$ cat config.mk
export PLATFORM = sky130hd
export DESIGN_NAME = tpsa_ram
export DESIGN_NICKNAME = d
export VERILOG_FILES = /design/src/rtl/core/two_pool_slot_allocator_core_macros.svh /design/src/rtl/core/tpsa_ram.sv
export SDC_FILE = /design/constraint.sdc
export NUM_CORES = 2
export LEC_CHECK = 0
export BUFFER_PORTS_ARGS = -buffer_cell sky130_fd_sc_hd__clkbuf_2
export CAP_MARGIN = 20
export CORE_UTILIZATION = 52
export CTS_CLUSTER_SIZE = 28
export DETAILED_ROUTE_END_ITERATION = 8
export GPL_TIMING_DRIVEN = 0
export PLACE_DENSITY_LB_ADDON = 0.08
export SLEW_MARGIN = 10
export SYNTH_ARGS = -nofsm -noshare
export SYNTH_HDL_FRONTEND = slang
export SYNTH_SLANG_ARGS = --single-unit
$ cat constraint.sdc
create_clock -name aclk -period 2.1 [get_ports aclk]
set_input_delay 0.21 -clock aclk [delete_from_list [all_inputs] [get_ports aclk]]
set_output_delay 0.21 -clock aclk [all_outputs]
set_load 0.03 [all_outputs]
$ cat src/rtl/core/two_pool_slot_allocator_core_macros.svh
// assertion macros for the two-pool slot allocator core
// used by modules that check their own control logic; expects aclk and aresetn in scope
`ifndef TWO_POOL_SLOT_ALLOCATOR_CORE_MACROS_SVH
`define TWO_POOL_SLOT_ALLOCATOR_CORE_MACROS_SVH

// same-cycle implication, disabled while in reset
`define TPSA_ASSERT_IMPL(label, ante, cons, msg) \
    label: assert property (@(posedge aclk) disable iff (!aresetn) (ante) |-> (cons)) \
        else $error(msg);

// next-cycle implication, disabled while in reset
`define TPSA_ASSERT_NEXT(label, ante, cons, msg) \
    label: assert property (@(posedge aclk) disable iff (!aresetn) (ante) |=> (cons)) \
        else $error(msg);

`endif

$ cat src/rtl/core/tpsa_ram.sv
`timescale 1ns / 1ps
// generic simple dual-port ram, one write and one read port, registered read
// no dependencies
module tpsa_ram #(
    parameter int WIDTH = 8,
    parameter int DEPTH = 256
) (
    input  logic                     aclk,
    input  logic                     wr_en,
    input  logic [$clog2(DEPTH)-1:0] wr_addr,
    input  logic [WIDTH-1:0]         wr_data,
    input  logic                     rd_en,
    input  logic [$clog2(DEPTH)-1:0] rd_addr,
    output logic [WIDTH-1:0]         rd_data
);

    logic [WIDTH-1:0] mem_reg [DEPTH];
    logic [WIDTH-1:0] rd_data_reg;

    // write port
    always_ff @(posedge aclk) begin
        if (wr_en) begin
            mem_reg[wr_addr] <= wr_data;
        end
    end

    // read port, registered
    always_ff @(posedge aclk) begin
        if (rd_en) begin
            rd_data_reg <= mem_reg[rd_addr];
        end
    end

    assign rd_data = rd_data_reg;

endmodule

Word level (Yosys, flattened, before mapping)
Memories as Yosys holds them, arrays and structs flattened. A register that Yosys moved wholly into a read port is not among the register bits.
Cells that the tools add are included.
Word-level totals
  register bits: 0
  latch bits: 0
  RAM bits: 2048
  memory bits (read-only): 0
  input port bits: 27
  output and inout port bits: 8
  word-level logic and storage cells: 3
  memories kept: 1
Memories
  mem_reg: depth 256, width 8, read ports 1, clocked after memory_dff 1, write ports 1, line tpsa_ram.sv:17  | logic [WIDTH-1:0] mem_reg [DEPTH];
Cells by class
  add/sub/neg operators: 0
  multiply operators: 0
  div/mod/pow operators: 0
  magnitude comparators: 0
  equality and inequality tests: 0
  shift-type cells: 0
  mux-type cells: 2
  bitwise operators: 0
  reduce and logical (&&, ||, !) cells: 0
Operator list (number)
  2-to-1 mux 1 bit: 2

Depth between registers and ports, before layout
  depth after elaboration: 2
  mapped depth: 11
  mapped depth without buffers: 6

Least setup slack after synthesis
Ideal clock, no wire load.
  path type: input-to-reg
  start point: in rd_addr[0]
  end point: reg rd_data_reg[2] (netlist: rd_data[2]) (read register of mem_reg) (data pin)
  setup time: 0.269 ns
  data arrival time: 2.017 ns
  data required time: 1.831 ns
  slack: -0.186 ns
  cell stages on the path: 9
  buffers on the path: 4
  cell sequence: buf_6 -> buf_12 -> buf_8 -> buf_2 -> mux4_2 -> a22oi_1 -> a21oi_1 -> nor4_1 -> nor4_2
RTL lines
  start, declared: line tpsa_ram.sv:13  | input logic [$clog2(DEPTH)-1:0] rd_addr,
  end, declared: line tpsa_ram.sv:18  | logic [WIDTH-1:0] rd_data_reg;

==> results.tsv <==
metric	value	unit
finalClockSkew	0.03183	ns
min_period_over_period	125.1	%
drt_pre_antenna_iters	6	
min-delay-start	wr_data[2]	
dr.first_iter.drc_count	6140	
placed_cells	5826	
rr_startpoint	mem_reg[139][7]	
routed_via_density	6.686	
coreArea	0.1519	mm²
synth.distinct_cells	54	
ctsHtreeMaxLevel	4	
async_reset_ff_share	0	%
grt_usage	31.80	%
grt_pass1_wl	333.0	mm
fin_util	60.53	%
yosysTopAreaCellShare	77.53	%
syn2layout_area_growth	15.46	%
finalWirelength	244.7	mm
numPortBuffers	27	
synthCells	3733	
synth.cell_area	0.07964	mm²
holdWs	0.01299	ns
tritoncts	built	
yosys.area.top_type	edfxtp_1	
critical_path.endpoint_type	register	
nets	4037	
max_slew.worst_pin.slew	1.293	ns
num_vias	41610	
drt.antenna.violating_nets	0	
clock.fmax	0.3807	GHz
cap_violations	0	
finalMaxSlewViolations	0	
pre_cts_slack	-2.779	ns
numCtsBuffers	203	
grt-ovfl-total	0	
ys.flop_type	edfxtp_1	
hp-class	input pin to register	
final_cells	6224	
clock_path_buffers	3	
synth_edf_count	2056	
hold_viol_final	0	
rsz0062_at_grt	true	
die_y	393.3	µm
die_area	0.1547	mm²
min_period	2.627	ns
max_slew_margin	13.81	%
status	finished with violations	
synthTopCellsByArea	edfxtp_1 (78%), mux4_2 (13%), mux2i_1 (1.7%)	
startpoint	rd_addr[4]	
fp.dieW	393.3	µm
root_buffer	clkbuf_16	
synth_nets	3760	
ys_ff_latch	2056	
clk_pin_slew_worst_paths	0.06	ns
grt_pass1_vias	40520	
worstPathMaxFanout	10	
worstPathArrival	3.21	ns
dpl.hpwl	164.7	mm
worstSetupPathType	input pin to register	
largest_register_ffs	2048	
rows	143	
syn_area_per_cell	21.33	µm²
power.density	938.6	mW/mm²
wl_per_cell	39.31	µm
start_kind	input pin	
pin_count	35	
place.gp.congestion	0.9775	
antenna_found_initial	20	
synth.most_common_cell	edfxtp_1	
leakagePower	28.26	nW
clock_latency	0.85	ns
violations	negative setup slack	
start_util	52.43	%
fin_ws	-0.5266	ns
drive_above_1_share	30.36	%
finalSetupViolCount	197	
critPathRequiredTime	2.68	ns
numClockSinks	2056	
drc	0	
grt_max_degree	134	
synth_common_cells	edfxtp_1 (2056), mux4_2 (454), nor2_1 (282)	
ir_drop	831.5	µV
yosysSeqAreaShare	77.53	%
synth_warnings	0	
==> critical path, cell delays in order <==
cell and delay (ns):
clkbuf_2 0.11, buf_4 0.27, nor2b_2 0.44, clkbuf_2 0.45, clkbuf_2 0.40, a22oi_1 0.15, a21oi_1 0.43, nor3_4 0.14
nor4_4 0.54
==> cells in the final DEF (no fill, tap or decap), types with 25 or more instances in the layout <==
cell and instances:
clkbuf_16 205, o221ai_1 35, edfxtp_1 2056, clkinv_1 49, nand2_1 33, a22oi_1 131
clkbuf_1 89, nand3_1 33, buf_12 28, o22ai_1 27, buf_4 25, clkinv_2 41
mux4_2 455, clkbuf_2 58, a21oi_1 79, buf_6 30, mux2i_1 134, buf_2 38
nor2_2 121, nor2b_1 26, nor2_1 112, nor2_4 49
==> routing by layer <==
layer  routed length [µm]  up-vias  track usage, %
met5                   32        -               0
met4                 9977        4           12.97
met3                25970      459           6.617
met2               112700     2480           47.55
met1                96000    22340           46.13
li1                     -    16330               -
==> cell families after synthesis <==
| logic type | share of synthesized area (%) |
|---|---|
| flops | 77.53 |
| simple gates | 2.625 |
| compound gates | 3.416 |
| mux | 14.60 |
| buf+inv | 1.829 |
==> power breakdown <==
group | internal (mW) | switching (mW)
registers | 45.3 | 0.0242
logic | 1.75 | 3.69
clock network | 19.9 | 15.7
==> cell type report <==
| type | instances | area [µm²] |
|---|---|---|
| Clock buffer | 253 | 5310 |
| Inverter | 2 | 8.758 |
| Sequential cell | 2056 | 61740 |
| Multi-Input combinational cell | 1442 | 18120 |
| Clock inverter | 125 | 1116 |
| Timing Repair Buffer | 74 | 1137 |
| Fill cell | 10720 | 59960 |
| Antenna cell | 11 | 27.53 |
| Buffer | 231 | 1947 |
| Tap cell | 2030 | 2540 |
==> metrics by stage <==
step	instance area, µm²	power, mW	TNS (ns)
floorplan	79920	48.46	-0.4507
global placement	82600	51.13	-8122.04
detailed placement	83500	51.10	-1596.47
CTS	91320	86.26	-4.990
global route	91920	88.03	-4.103
finish	91940	86.30	-7.722
==> worst paths after layout <==
kind | endpoint | slack (ns) | cells past startpoint
min | mem_reg[70][2] | 0.01 | 1
min reg2reg | rd_data[5] | 1.40 | 6
max reg2reg | rd_data[7] | -0.45 | 6
max | rd_data[5] | -0.53 | 9
==> timing repair <==
| item | 4_1_cts | 5_1_grt |
|---|---|---|
| hold buffers | 8 | 0 |
| setup buffers | 4 | 1 |
| endpoints found under the hold margin | 304 | 0 |
| pin swaps | 25 | 19 |
| setup endpoints to repair | 851 | 1130 |
| gates resized for setup | 331 | 162 |
No activity file was read; power rests on OpenSTA's default activity.
