File: src/rtl/core/two_pool_slot_allocator_core_macros.svh
// assertion macros for the two-pool slot allocator core
// used by modules that check their own control logic; expects aclk and aresetn in scope
`ifndef TWO_POOL_SLOT_ALLOCATOR_CORE_MACROS_SVH
`define TWO_POOL_SLOT_ALLOCATOR_CORE_MACROS_SVH

// same-cycle implication, disabled while in reset
`define TPSA_ASSERT_IMPL(label, ante, cons, msg) \
    label: assert property (@(posedge aclk) disable iff (!aresetn) (ante) |-> (cons)) \
        else $error(msg);

// next-cycle implication, disabled while in reset
`define TPSA_ASSERT_NEXT(label, ante, cons, msg) \
    label: assert property (@(posedge aclk) disable iff (!aresetn) (ante) |=> (cons)) \
        else $error(msg);

`endif

File: src/rtl/core/tpsa_pkg.sv
`timescale 1ns / 1ps
// shared types and constants for the two-pool slot allocator
// no dependencies
package tpsa_pkg;

    // pool sizes
    localparam int SMALL_SLOTS = 256;
    localparam int LARGE_SLOTS = 4096;

    // field widths
    localparam int SLOT_W   = 12;
    localparam int STATUS_W = 3;
    localparam int CMP_W    = SLOT_W + 1;

    // per-pool stack index and counter widths
    localparam int SM_IDX_W = $clog2(SMALL_SLOTS);
    localparam int SM_CNT_W = $clog2(SMALL_SLOTS + 1);
    localparam int LG_IDX_W = $clog2(LARGE_SLOTS);
    localparam int LG_CNT_W = $clog2(LARGE_SLOTS + 1);

    // result codes
    typedef enum logic [STATUS_W-1:0] {
        ST_FROM_STACK = 3'd0,
        ST_FRESH      = 3'd1,
        ST_FULL       = 3'd2,
        ST_RELEASED   = 3'd3,
        ST_IGNORED    = 3'd4,
        ST_DROPPED    = 3'd5
    } status_t;

    // operation and pool codes
    localparam logic OP_ALLOC   = 1'b0;
    localparam logic OP_RELEASE = 1'b1;
    localparam logic POOL_SMALL = 1'b0;
    localparam logic POOL_LARGE = 1'b1;

    // stack memory requests
    typedef struct packed {
        logic                wr_en;
        logic [SM_IDX_W-1:0] wr_addr;
        logic [SM_IDX_W-1:0] wr_data;
        logic                rd_en;
        logic [SM_IDX_W-1:0] rd_addr;
    } sm_mem_req_t;

    typedef struct packed {
        logic                wr_en;
        logic [LG_IDX_W-1:0] wr_addr;
        logic [LG_IDX_W-1:0] wr_data;
        logic                rd_en;
        logic [LG_IDX_W-1:0] rd_addr;
    } lg_mem_req_t;

endpackage

File: src/rtl/core/tpsa_ctrl.sv
`timescale 1ns / 1ps
// allocator control: high-water marks, free counts, sequencer and result register
// depends on tpsa_pkg and the assertion macro header
`include "two_pool_slot_allocator_core_macros.svh"

module tpsa_ctrl
    import tpsa_pkg::*;
(
    input  logic                aclk,
    input  logic                aresetn,
    // request transaction
    input  logic                s_tvalid,
    output logic                s_tready,
    input  logic [SLOT_W-1:0]   req_slot,
    input  logic                req_op,
    input  logic                req_pool,
    // result transaction
    output logic                m_tvalid,
    input  logic                m_tready,
    output logic [STATUS_W-1:0] res_status,
    output logic [SLOT_W-1:0]   res_slot,
    // stack memories
    output sm_mem_req_t         sm_req,
    input  logic [SM_IDX_W-1:0] sm_rd_data,
    output lg_mem_req_t         lg_req,
    input  logic [LG_IDX_W-1:0] lg_rd_data
);

    typedef enum logic [1:0] {
        S_IDLE = 2'b01,
        S_READ = 2'b10
    } state_t;

    state_t              state_reg, state_next;
    logic                pool_reg, pool_next;
    logic [SM_CNT_W-1:0] sm_hw_reg, sm_hw_next;
    logic [SM_CNT_W-1:0] sm_cnt_reg, sm_cnt_next;
    logic [LG_CNT_W-1:0] lg_hw_reg, lg_hw_next;
    logic [LG_CNT_W-1:0] lg_cnt_reg, lg_cnt_next;
    logic                out_valid_reg, out_valid_next;
    status_t             status_reg, status_next;
    logic [SLOT_W-1:0]   slot_reg, slot_next;

    logic                s_fire;
    logic                sm_below_hw;
    logic                lg_below_hw;

    // accept only when idle and the result register is free or draining
    assign s_tready = (state_reg == S_IDLE) && (!out_valid_reg || m_tready);
    assign s_fire   = s_tvalid && s_tready;

    // release range checks against the high-water marks
    assign sm_below_hw = CMP_W'(req_slot) < CMP_W'(sm_hw_reg);
    assign lg_below_hw = CMP_W'(req_slot) < CMP_W'(lg_hw_reg);

    // decision and sequencing
    always_comb begin
        state_next     = state_reg;
        pool_next      = pool_reg;
        sm_hw_next     = sm_hw_reg;
        sm_cnt_next    = sm_cnt_reg;
        lg_hw_next     = lg_hw_reg;
        lg_cnt_next    = lg_cnt_reg;
        out_valid_next = out_valid_reg && !m_tready;
        status_next    = status_reg;
        slot_next      = slot_reg;

        sm_req         = '0;
        sm_req.wr_addr = sm_cnt_reg[SM_IDX_W-1:0];
        sm_req.wr_data = req_slot[SM_IDX_W-1:0];
        sm_req.rd_addr = SM_IDX_W'(sm_cnt_reg - SM_CNT_W'(1));
        lg_req         = '0;
        lg_req.wr_addr = lg_cnt_reg[LG_IDX_W-1:0];
        lg_req.wr_data = req_slot[LG_IDX_W-1:0];
        lg_req.rd_addr = LG_IDX_W'(lg_cnt_reg - LG_CNT_W'(1));

        unique case (state_reg)
            S_IDLE: begin
                if (s_fire) begin
                    pool_next      = req_pool;
                    out_valid_next = 1'b1;
                    slot_next      = '0;
                    if (req_op == OP_ALLOC) begin
                        if (req_pool == POOL_SMALL) begin
                            if (sm_cnt_reg != '0) begin
                                // pop: data returns next cycle
                                sm_cnt_next    = sm_cnt_reg - SM_CNT_W'(1);
                                sm_req.rd_en   = 1'b1;
                                out_valid_next = 1'b0;
                                state_next     = S_READ;
                            end else if (sm_hw_reg != SM_CNT_W'(SMALL_SLOTS)) begin
                                status_next = ST_FRESH;
                                slot_next   = SLOT_W'(sm_hw_reg);
                                sm_hw_next  = sm_hw_reg + SM_CNT_W'(1);
                            end else begin
                                status_next = ST_FULL;
                            end
                        end else begin
                            if (lg_cnt_reg != '0) begin
                                lg_cnt_next    = lg_cnt_reg - LG_CNT_W'(1);
                                lg_req.rd_en   = 1'b1;
                                out_valid_next = 1'b0;
                                state_next     = S_READ;
                            end else if (lg_hw_reg != LG_CNT_W'(LARGE_SLOTS)) begin
                                status_next = ST_FRESH;
                                slot_next   = SLOT_W'(lg_hw_reg);
                                lg_hw_next  = lg_hw_reg + LG_CNT_W'(1);
                            end else begin
                                status_next = ST_FULL;
                            end
                        end
                    end else begin
                        if (req_pool == POOL_SMALL) begin
                            if (!sm_below_hw) begin
                                status_next = ST_IGNORED;
                            end else if (sm_cnt_reg == SM_CNT_W'(SMALL_SLOTS)) begin
                                status_next = ST_DROPPED;
                            end else begin
                                // push onto the free stack
                                sm_req.wr_en = 1'b1;
                                sm_cnt_next  = sm_cnt_reg + SM_CNT_W'(1);
                                status_next  = ST_RELEASED;
                            end
                        end else begin
                            if (!lg_below_hw) begin
                                status_next = ST_IGNORED;
                            end else if (lg_cnt_reg == LG_CNT_W'(LARGE_SLOTS)) begin
                                status_next = ST_DROPPED;
                            end else begin
                                lg_req.wr_en = 1'b1;
                                lg_cnt_next  = lg_cnt_reg + LG_CNT_W'(1);
                                status_next  = ST_RELEASED;
                            end
                        end
                    end
                end
            end
            S_READ: begin
                // popped slot is on the memory output
                out_valid_next = 1'b1;
                status_next    = ST_FROM_STACK;
                slot_next      = (pool_reg == POOL_SMALL) ? SLOT_W'(sm_rd_data)
                                                          : SLOT_W'(lg_rd_data);
                state_next     = S_IDLE;
            end
            default: begin
                state_next = S_IDLE;
            end
        endcase
    end

    // control state
    always_ff @(posedge aclk) begin
        if (!aresetn) begin
            state_reg     <= S_IDLE;
            sm_hw_reg     <= '0;
            sm_cnt_reg    <= '0;
            lg_hw_reg     <= '0;
            lg_cnt_reg    <= '0;
            out_valid_reg <= 1'b0;
        end else begin
            state_reg     <= state_next;
            sm_hw_reg     <= sm_hw_next;
            sm_cnt_reg    <= sm_cnt_next;
            lg_hw_reg     <= lg_hw_next;
            lg_cnt_reg    <= lg_cnt_next;
            out_valid_reg <= out_valid_next;
        end
    end

    // payload
    always_ff @(posedge aclk) begin
        pool_reg   <= pool_next;
        status_reg <= status_next;
        slot_reg   <= slot_next;
    end

    assign m_tvalid   = out_valid_reg;
    assign res_status = status_reg;
    assign res_slot   = slot_reg;

    // checks
    `TPSA_ASSERT_IMPL(a_no_accept_in_read, state_reg == S_READ, !s_tready,
        "request accepted while a stack read is pending")
    `TPSA_ASSERT_IMPL(a_no_result_overrun, out_valid_reg && !m_tready, !s_tready,
        "request accepted while a stalled result waits")
    `TPSA_ASSERT_IMPL(a_sm_cnt_bound, 1'b1, sm_cnt_reg <= SM_CNT_W'(SMALL_SLOTS),
        "small free count above pool size")
    `TPSA_ASSERT_NEXT(a_lg_hw_monotonic, 1'b1, lg_hw_reg >= $past(lg_hw_reg),
        "large high-water mark went down")
    `TPSA_ASSERT_NEXT(a_read_gives_result, state_reg == S_READ, out_valid_reg,
        "stack pop produced no result")

endmodule

File: config.mk
export PLATFORM = sky130hd
export DESIGN_NAME = tpsa_ctrl
export DESIGN_NICKNAME = d
export VERILOG_FILES = /design/src/rtl/core/tpsa_pkg.sv /design/src/rtl/core/tpsa_ctrl.sv
export VERILOG_INCLUDE_DIRS = /design/src /design/src/rtl/core
export SDC_FILE = /design/constraint.sdc
export NUM_CORES = 1
export LEC_CHECK = 0
export ABC_AREA = 1
export BUFFER_PORTS_ARGS = -buffer_cell sky130_fd_sc_hd__buf_4
export CORE_UTILIZATION = 56
export DETAILED_ROUTE_END_ITERATION = 8
export MAX_ROUTING_LAYER = met4
export PLACE_DENSITY = 0.88
export SLEW_MARGIN = 40
export SYNTH_ARGS = -nofsm -noshare
export SYNTH_HDL_FRONTEND = slang
export SYNTH_SLANG_ARGS = --single-unit
export TNS_END_PERCENT = 100
File: constraint.sdc
create_clock -name aclk -period 2.9 [get_ports aclk]
set_input_delay 0.29 -clock aclk [delete_from_list [all_inputs] [get_ports aclk]]
set_output_delay 0.29 -clock aclk [all_outputs]
set_load 0.02 [all_outputs]
---- Yosys cells after proc, flatten, opt, wreduce, memory -nomap -nowiden ----
Cells that the tools add are included.
cells by class
  add/sub/neg operators ................... 6
  muxes and demuxes ....................... 65
  eq/ne operators ......................... 14
  reduce and logical (&&, ||, !) cells .... 21
  $lt $le $gt $ge ......................... 2
  bitwise logic cells ..................... 4
operators by type and width
  operator                 count
  $mux W13                 6
  $mux W12                 6
  $mux W9                  8
  $mux W3                  10
  $mux W1                  27
  $add A13 B1 Y13 const B  2
  $pmux W12 S2             1
  $reduce_and A6 Y1        4
  $add A9 B1 Y9 const B    2
  $eq A13 B13 Y1 const B   1
  $lt A12 B13 Y1           1
  $ne A13 B13 Y1 const B   1
  $reduce_bool A13 Y1      1
  $sub A13 B1 Y13 const B  1
  $lt A12 B9 Y1            1
  $mux W2                  5
  $eq A9 B9 Y1 const B     1
  $ne A9 B9 Y1 const B     1
  $reduce_bool A9 Y1       1
  $sub A9 B1 Y9 const B    1
  $ne A4 B4 Y1 const B     2
  $reduce_and A4 Y1        2
  $reduce_bool A2 Y1       4
  $ne A2 B1 Y1 const B     3
  10 further kinds         20
word-level totals
  register bits after elaboration ......... 63

---- Logic depth before layout (Yosys ltp) ----
Gate-level depths: netlist (run 1).
  depth after elaboration ................. 7
  gate-level depth with buffers ........... 14

---- Worst setup path before layout (run 1) ----
No wires, ideal clock.
  kind .................................... register -> register
  start ................................... register state_reg[0]
  end ..................................... register status_reg[0], in the netlist res_status[0], enable pin
  buffers on the path ..................... 0
  setup time .............................. 0.303 ns
  required time ........................... 2.597 ns
  setup slack ............................. 0.606 ns
  clock period less this slack ............ 2.294 ns
  stages on the path, launching flop included .. 6
  data arrival time ....................... 1.991 ns
  cell sequence ........................... dfxtp_1 inv_1 ha_1 inv_1 o21ai_0 o21a_1
on the way
  cells in the longest elaborated chain, start to end .. 5
ends and longest elaborated chain
  element                               line                              text
  from (decl)                           tpsa_ctrl.sv:34                   state_t state_reg, state_next;
  from (signal assigned)                tpsa_ctrl.sv:162                  state_reg <= state_next;
  $eq A2 B1 Y1                          tpsa_ctrl.sv:49, tpsa_ctrl.sv:77
  $logic_and A1 B1 Y1                   tpsa_ctrl.sv:49                   assign s_tready = (state_reg == S_IDLE) && (!out_valid_reg || m_tready);
  $logic_and A1 B1 Y1                   tpsa_ctrl.sv:50                   assign s_fire = s_tvalid && s_tready;
  $ne A2 B2 Y1 (no source line)         -
  $reduce_and A4 Y1 (no source line) *  -
  to (signal assigned)                  tpsa_ctrl.sv:174                  status_reg <= status_next;
  to (decl)                             tpsa_ctrl.sv:41                   status_t status_reg, status_next;
Mark *: on every way between the ends. The rest lies on a longest branch, timed or not.
A chain may end at the register's enable or synchronous reset.

==> results of run 1 <==
## layout by cell type, fill, tap and decap left out, drive strengths merged
master | netlist | final
nand4 | 28 | 28
ha | 31 | 31
a22oi | 6 | 6
a21oi | 29 | 29
buf | 57 | 123
nor2 | 106 | 106
a32o | 2 | 2
clkinv | 3 | 7
nand2 | 207 | 207
inv | 108 | 108
nor4 | 2 | 2
and2 | 1 | 1
clkinvlp | 0 | 1
clkbuf | 7 | 11
o31ai | 4 | 4
o21a | 1 | 1
nor3b | 1 | 1
o22ai | 6 | 6
a32oi | 1 | 1
nor3 | 19 | 19
nand3 | 75 | 75
o21ai | 36 | 36
dfxtp | 47 | 47
xor2 | 27 | 27
edfxtp | 16 | 16
nand3b | 1 | 1
## layout make-up
| cell class | count | area [um2] | area share, % |
|---|---|---|---|
| Clock buffer | 11 | 131 | 2.13 |
| Clock inverter | 5 | 25.0 | 0.406 |
| Inverter | 111 | 417 | 6.75 |
| Multi-Input combinational cell | 583 | 3090 | 50.1 |
| Sequential cell | 63 | 1420 | 23.0 |
| Tap cell | 129 | 161 | 2.62 |
| Timing Repair Buffer | 123 | 923 | 15.0 |
## power by group through the flow
stage	Sequential [W]	Combinational [W]	Clock (W)
floorplan	0.00113	0.00112	0
global placement	0.00112	0.00162	0
finish	0.00110	0.00166	0.000655
global route	0.00111	0.00180	0.000693
CTS	0.00110	0.00164	0.000651
detailed placement	0.00112	0.00164	0
## per-layer routing
| metal | global-route usage [%] | share of wire, % |
|---|---|---|
| met1 | 41.9 | 45 |
| met2 | 45.6 | 44 |
| met3 | 4.60 | 9.2 |
| met4 | 9.73 | 1.4 |
| met5 | - | 0 |
## worst paths after layout
kind                                      end  slack, ns
worst max-delay path               lg_req[37]       0.47
worst min-delay path                 pool_reg       0.22
worst max register to register  lg_cnt_reg[8]       0.70
worst min register to register  lg_hw_reg[11]       0.48
## through the flow
stage               power (W)  util [%]  cell area [um2]  hold slack, ns
global placement      0.00273      65.1             6010           0.452
detailed placement    0.00275      65.1             6010           0.463
finish                0.00341      66.8             6170           0.219
global route          0.00361      66.8             6170           0.220
floorplan             0.00225         -             5360           0.389
CTS                   0.00339      66.8             6170           0.210
## logic make-up (layout without fill, tap and decap cells)
family / count (synthesis) / in the layout / share of synthesized area [%]
adders and majority gates: 31 / 31 / 7.24
buffers and inverters: 175 / 250 / 15.8
and+or+nand+nor: 440 / 440 / 37.2
DFF: 63 / 63 / 26.5
xor gates and xnor gates: 27 / 27 / 4.41
AOI/OAI and AO/OA: 85 / 85 / 8.85
## worst reg2reg max path, cell delays in order, from the launching register on
cell and delay [ns]:
dfxtp_1 0.33, clkinv_1 0.20, ha_1 0.36, nand2_1 0.06
nand2_1 0.06, nand2_1 0.06, nand3_1 0.11, nand2_1 0.12
nand3_1 0.13, nand2_1 0.12, nand3_2 0.29, nand2_1 0.15
inv_1 0.05, nor2_1 0.10
==> impl_metrics.json, run 1 <==
{
  "hold_path.class": "input pin to register",
  "track_usage_pct": 30.3,
  "drive_above_1_share_pct": 18.6,
  "tightest_slew_ns": 0.658,
  "ant_nets": 0,
  "vdd_drop_max_mv": 0.324,
  "crit_arrival_ns": 2.14,
  "fp-row-count": 35,
  "worstReg2RegStart": "lg_hw_reg[2]",
  "internal_power_w": 0.00190,
  "fin_nets": 960,
  "n_fill_cell": 836,
  "die_area_um2": 9970,
  "via_per_inst": 5.47,
  "max_stage_delay_ns": 0.36,
  "synth_common_cells": "nand2_1 (202), inv_1 (99), nor2_1 (95)",
  "yosys.cell_count.top_type": "nand2_1",
  "critPathTopFamily": "simple AND/OR/NAND/NOR gates",
  "port_buffers": 118,
  "cts_resized": 0,
  "async_reset_ff_share_pct": 0,
  "grt_pass1_wl_um": 23300,
  "firstDrtPassIters": 5,
  "cp-end-kind": "output pin",
  "drv_slew": 0,
  "period_needed_ns": 2.43,
  "clockBufferDepth": 2,
  "clock_sinks": 63,
  "clk_latency_ns": 0.35,
  "synth_enable_flop_cells": 16,
  "core_area_um2": 9240,
  "ys.flop_type": "dfxtp_1",
  "finalWorstSetupSlack_ns": 0.475,
  "area_delta_synth_final_pct": 15.1,
  "antenna_cells": 0,
  "wl_um": 14500,
  "hold-path-cell-count": 1,
  "syn_nets": 890,
  "cp-start-kind": "register",
  "setup_viol": 0,
  "crit_buf_inv": 2,
  "comb_power_share_pct": 48.5,
  "drt_iter0_drc": 447,
  "yosysTopAreaCellShare_pct": 17.6,
  "path_cells": "clkinv_1 -> ha_1 -> nand2_1 -> nand2_1 -> nand2_1 -> nand3_1 -> nand2_1 -> nand3_1 -> nor3_1 -> buf_4",
  "synth_area_leaders": "dfxtp_1 (18%), nand2_1 (14%), edfxtp_1 (9.0%)",
  "ys_types": 37,
  "die_w_um": 99.8,
  "p_sw_share_pct": 44.3,
  "crit_top_cell": "nand2_1",
  "p_sw_w": 0.00151,
  "slowest_stage": "ha_1",
  "start_util_pct": 58.0,
  "numCtsBuffers": 9,
  "hold_viol": 0,
  "stdcell_count": 1025,
  "grt_pass1_vias": 4851,
  "die_h_um": 99.8,
  "cts_setup_buffers": 0,
  "vias": 5605,
  "cts-root-buf": "clkbuf_8",
  "crit_start": "lg_hw_reg[2]",
  "clockPowerShare_pct": 19.2,
  "ff2ff_path_depth": 13,
  "wl_per_cell_um": 14.1,
  "seqPwrFrac_pct": 32.3,
  "worstPathMaxFanout": 8,
  "synth-seq-area-share_pct": 26.5,
  "worstHoldStart": "req_pool",
  "worstSetupPathType": "register to output pin",
  "cts_tree": "built",
  "yosys.area.top_type": "dfxtp_1",
  "ys_seq_elements": 63,
  "dp_slack_ns": 0.761,
  "avgSynthCellArea_um2": 6.53,
  "ctsHoldBuffers": 0,
  "grt_antenna_before_repair": 0,
  "yosys_warnings": 0,
  "clkTransAtPathRegs_ns": 0.07,
  "outcome": "finished, final reports clean",
  "num_io_pins": 119,
  "skew_ns": 0.00811,
  "syn_inst": 821,
  "drc": 0,
  "grt_max_degree": 32,
  "grt_overflow": 0,
  "p_leak_nw": 2.92,
  "power_density_nw_per_um2": 553,
  "synth_area_um2": 5360,
  "hpwl_um": 10800,
  "maxSlewHeadroom_pct": 55.7,
  "gp_congestion": 1.00,
  "rsz0062_at_grt": "no",
  "drv_cap": 0,
  "setup_tns_ns": 0,
  "fmax_mhz": 412,
  "cp.depth": 10,
  "critical_path_required_ns": 2.61,
  "dpl.cell_count": 1009,
  "period_share_pct": 83.6,
  "htreeDepth": 3
}
No activity file was read; power rests on OpenSTA's default activity.
==> run 2: changes to the inputs <==
--- a/config.mk
+++ b/config.mk
@@ -6,12 +6,12 @@
 export SDC_FILE = /design/constraint.sdc
 export NUM_CORES = 1
 export LEC_CHECK = 0
-export ABC_AREA = 1
+export ABC_AREA = 0
 export BUFFER_PORTS_ARGS = -buffer_cell sky130_fd_sc_hd__buf_4
-export CORE_UTILIZATION = 56
+export CORE_UTILIZATION = 50
 export DETAILED_ROUTE_END_ITERATION = 8
 export MAX_ROUTING_LAYER = met4
-export PLACE_DENSITY = 0.88
+export PLACE_DENSITY = 0.84
 export SLEW_MARGIN = 40
 export SYNTH_ARGS = -nofsm -noshare
 export SYNTH_HDL_FRONTEND = slang
==> constraint.sdc (replaced) <==
create_clock -name aclk -period 2 [get_ports aclk]
set_input_delay 0.2 -clock aclk [delete_from_list [all_inputs] [get_ports aclk]]
set_output_delay 0.2 -clock aclk [all_outputs]
set_load 0.02 [all_outputs]
==> impl_metrics.json, run 2 <==
{
  "drv_cap": 0,
  "ys_types": 61,
  "syn_nets": 692,
  "period_needed_ns": 2.98,
  "drt_iter0_drc": 1013,
  "dp_slack_ns": -0.352,
  "track_usage_pct": 42.3,
  "grt_max_degree": 35,
  "synth_enable_flop_cells": 16,
  "synth_area_um2": 5010,
  "clockBufferDepth": 2,
  "grt_pass1_wl_um": 32500,
  "total_power_w": 0.00679,
  "ant_nets": 0,
  "via_per_inst": 7.10,
  "ys_seq_elements": 63,
  "period_share_pct": 149,
  "slowest_stage": "o32ai_1",
  "rsz0062_at_grt": "yes",
  "drv_slew": 0,
  "setup_tns_ns": -28.88,
  "synth_common_cells": "nand2_1 (55), nor2_1 (51), dfxtp_1 (47)",
  "firstDrtPassIters": 9,
  "yosys.area.top_type": "dfxtp_1",
  "maxSlewHeadroom_pct": 47.1,
  "fmax_mhz": 336,
  "cts_tree": "built",
  "vdd_drop_max_mv": 0.576,
  "finalWorstSetupSlack_ns": -0.975,
  "hpwl_um": 12200,
  "critical_path_required_ns": 2.05,
  "yosys.cell_count.top_type": "nand2_1",
  "power_density_nw_per_um2": 808,
  "avgSynthCellArea_um2": 8.05,
  "drive_above_1_share_pct": 57.8,
  "skew_ns": 0.0146,
  "yosysTopAreaCellShare_pct": 18.8,
  "die_h_um": 102,
  "hold_viol": 0,
  "fin_nets": 920,
  "clkTransAtPathRegs_ns": 0.10,
  "numCtsBuffers": 9,
  "synth-seq-area-share_pct": 28.3,
  "die_area_um2": 10400,
  "violations": "design-rule violations, negative setup slack",
  "clock_sinks": 63,
  "yosys_warnings": 0,
  "path_cells": "inv_4 -> ha_4 -> a211oi_2 -> nor2_1 -> o21ai_4 -> nand2_4 -> o32ai_1 -> nor3_1",
  "die_w_um": 102,
  "gp_congestion": 0.941,
  "worstSetupPathType": "register to register",
  "grt_pass1_vias": 6105,
  "synth_area_leaders": "dfxtp_1 (19%), edfxtp_1 (9.6%), ha_1 (7.7%)",
  "max_stage_delay_ns": 0.71,
  "async_reset_ff_share_pct": 0,
  "grt_antenna_before_repair": 2,
  "tightest_slew_ns": 0.792,
  "p_leak_nw": 3.65,
  "drc": 7,
  "fp-row-count": 36,
  "cp-end-kind": "register",
  "area_delta_synth_final_pct": 67.6,
  "cts-root-buf": "clkbuf_8",
  "clk_latency_ns": 0.37,
  "worstPathMaxFanout": 2,
  "final_util_pct": 86.4,
  "core_area_um2": 9730,
  "mostFrequentLayoutCells": "buf_4 (249), nand2_1 (45), nor2_1 (42), buf_6 (42), dfxtp_1 (25)",
  "outcome": "finished with violations",
  "setup_viol": 74,
  "num_io_pins": 119,
  "final_common_cell": "buf_4",
  "wl_per_cell_um": 28.0,
  "crit_buf_inv": 1,
  "syn_inst": 623,
  "port_buffers": 118,
  "vias": 7034,
  "hold_path.class": "input pin to register",
  "ys.flop_type": "dfxtp_1",
  "start_util_pct": 51.5,
  "crit_arrival_ns": 3.03,
  "critPathTopFamily": "compound AO/OA/AOI/OAI gates",
  "grt_overflow": 0,
  "wl_um": 27800,
  "cp-start-kind": "register",
  "htreeDepth": 3
}
==> run 2: stage by stage <==
stage                     instance area, um2  instances  hold WS, ns
final                                   8410        991        0.181
after global routing                    8410        991        0.177
after CTS                               7670        967        0.149
after detailed placement                6700        930        0.509
after global placement                  6700        930        0.479
after floorplan                         5150        623        0.299
==> run 2: worst reg2reg max path, delay by kind of cell (launching register included) <==
| kind | cells | cell delay, ns |
|---|---|---|
| AO/OA/AOI/OAI | 3 | 1.38 |
| adder cells (fa/ha/maj) | 1 | 0.22 |
| buffers and inverters | 1 | 0.07 |
| flip-flops | 1 | 0.40 |
| AND/OR/NAND/NOR | 3 | 0.60 |
==> run 2: kinds of logic (layout without fill, tap and decap cells) <==
logic type	count (synthesis)	in the layout	synth area share (%)
flip-flops	63	63	28.3
buffers and inverters	114	347	11.9
AND/OR/NAND/NOR	253	253	27.3
adder cells (fa/ha/maj)	31	31	7.73
other	0	2	0
AO/OA/AOI/OAI	105	105	14.2
XOR/XNOR	35	35	6.11
multiplexers	22	22	4.39
==> run 2: layout make-up <==
type                       count  area, um2
clock inverter                 7       81.3
inverter                      38        158
clock buffer                   9        124
multi-input combinational    446       4050
tap                          133        166
fill                         431       1320
antenna                        2       5.00
sequential                    63       1450
timing repair buffer         293       2370
==> run 2: power breakdown <==
group / internal (W) / total, W / switching, W
Sequential: 0.00142 / 0.00149 / 0.0000774
Clock: 0.000592 / 0.00126 / 0.000667
Combinational: 0.00185 / 0.00404 / 0.00219
==> run 2: worst paths after layout <==
| kind | start | to | slack, ns | cells past startpoint |
|---|---|---|---|---|
| max | lg_hw_reg[6] | res_status[2] | -0.98 | 8 |
| min reg2reg | sm_cnt_reg[8] | sm_cnt_reg[8] | 0.59 | 2 |
| min | req_pool | pool_reg | 0.18 | 1 |
| max reg2reg | lg_hw_reg[6] | res_status[2] | -0.98 | 8 |
==> run 2: metal layers <==
metal,up-vias,GRT usage [%],wire length (um)
li1,2661,-,-
met1,3145,49.7,8970
met2,892,64.1,11600
met3,336,9.78,4320
met4,0,29.0,2870
met5,-,-,0
==> run 2: timing repair <==
action,CTS,global route
gates resized for setup,133,130
pin swaps,44,46
setup buffers,24,27
hold buffers,0,0
setup endpoints to repair,60,79
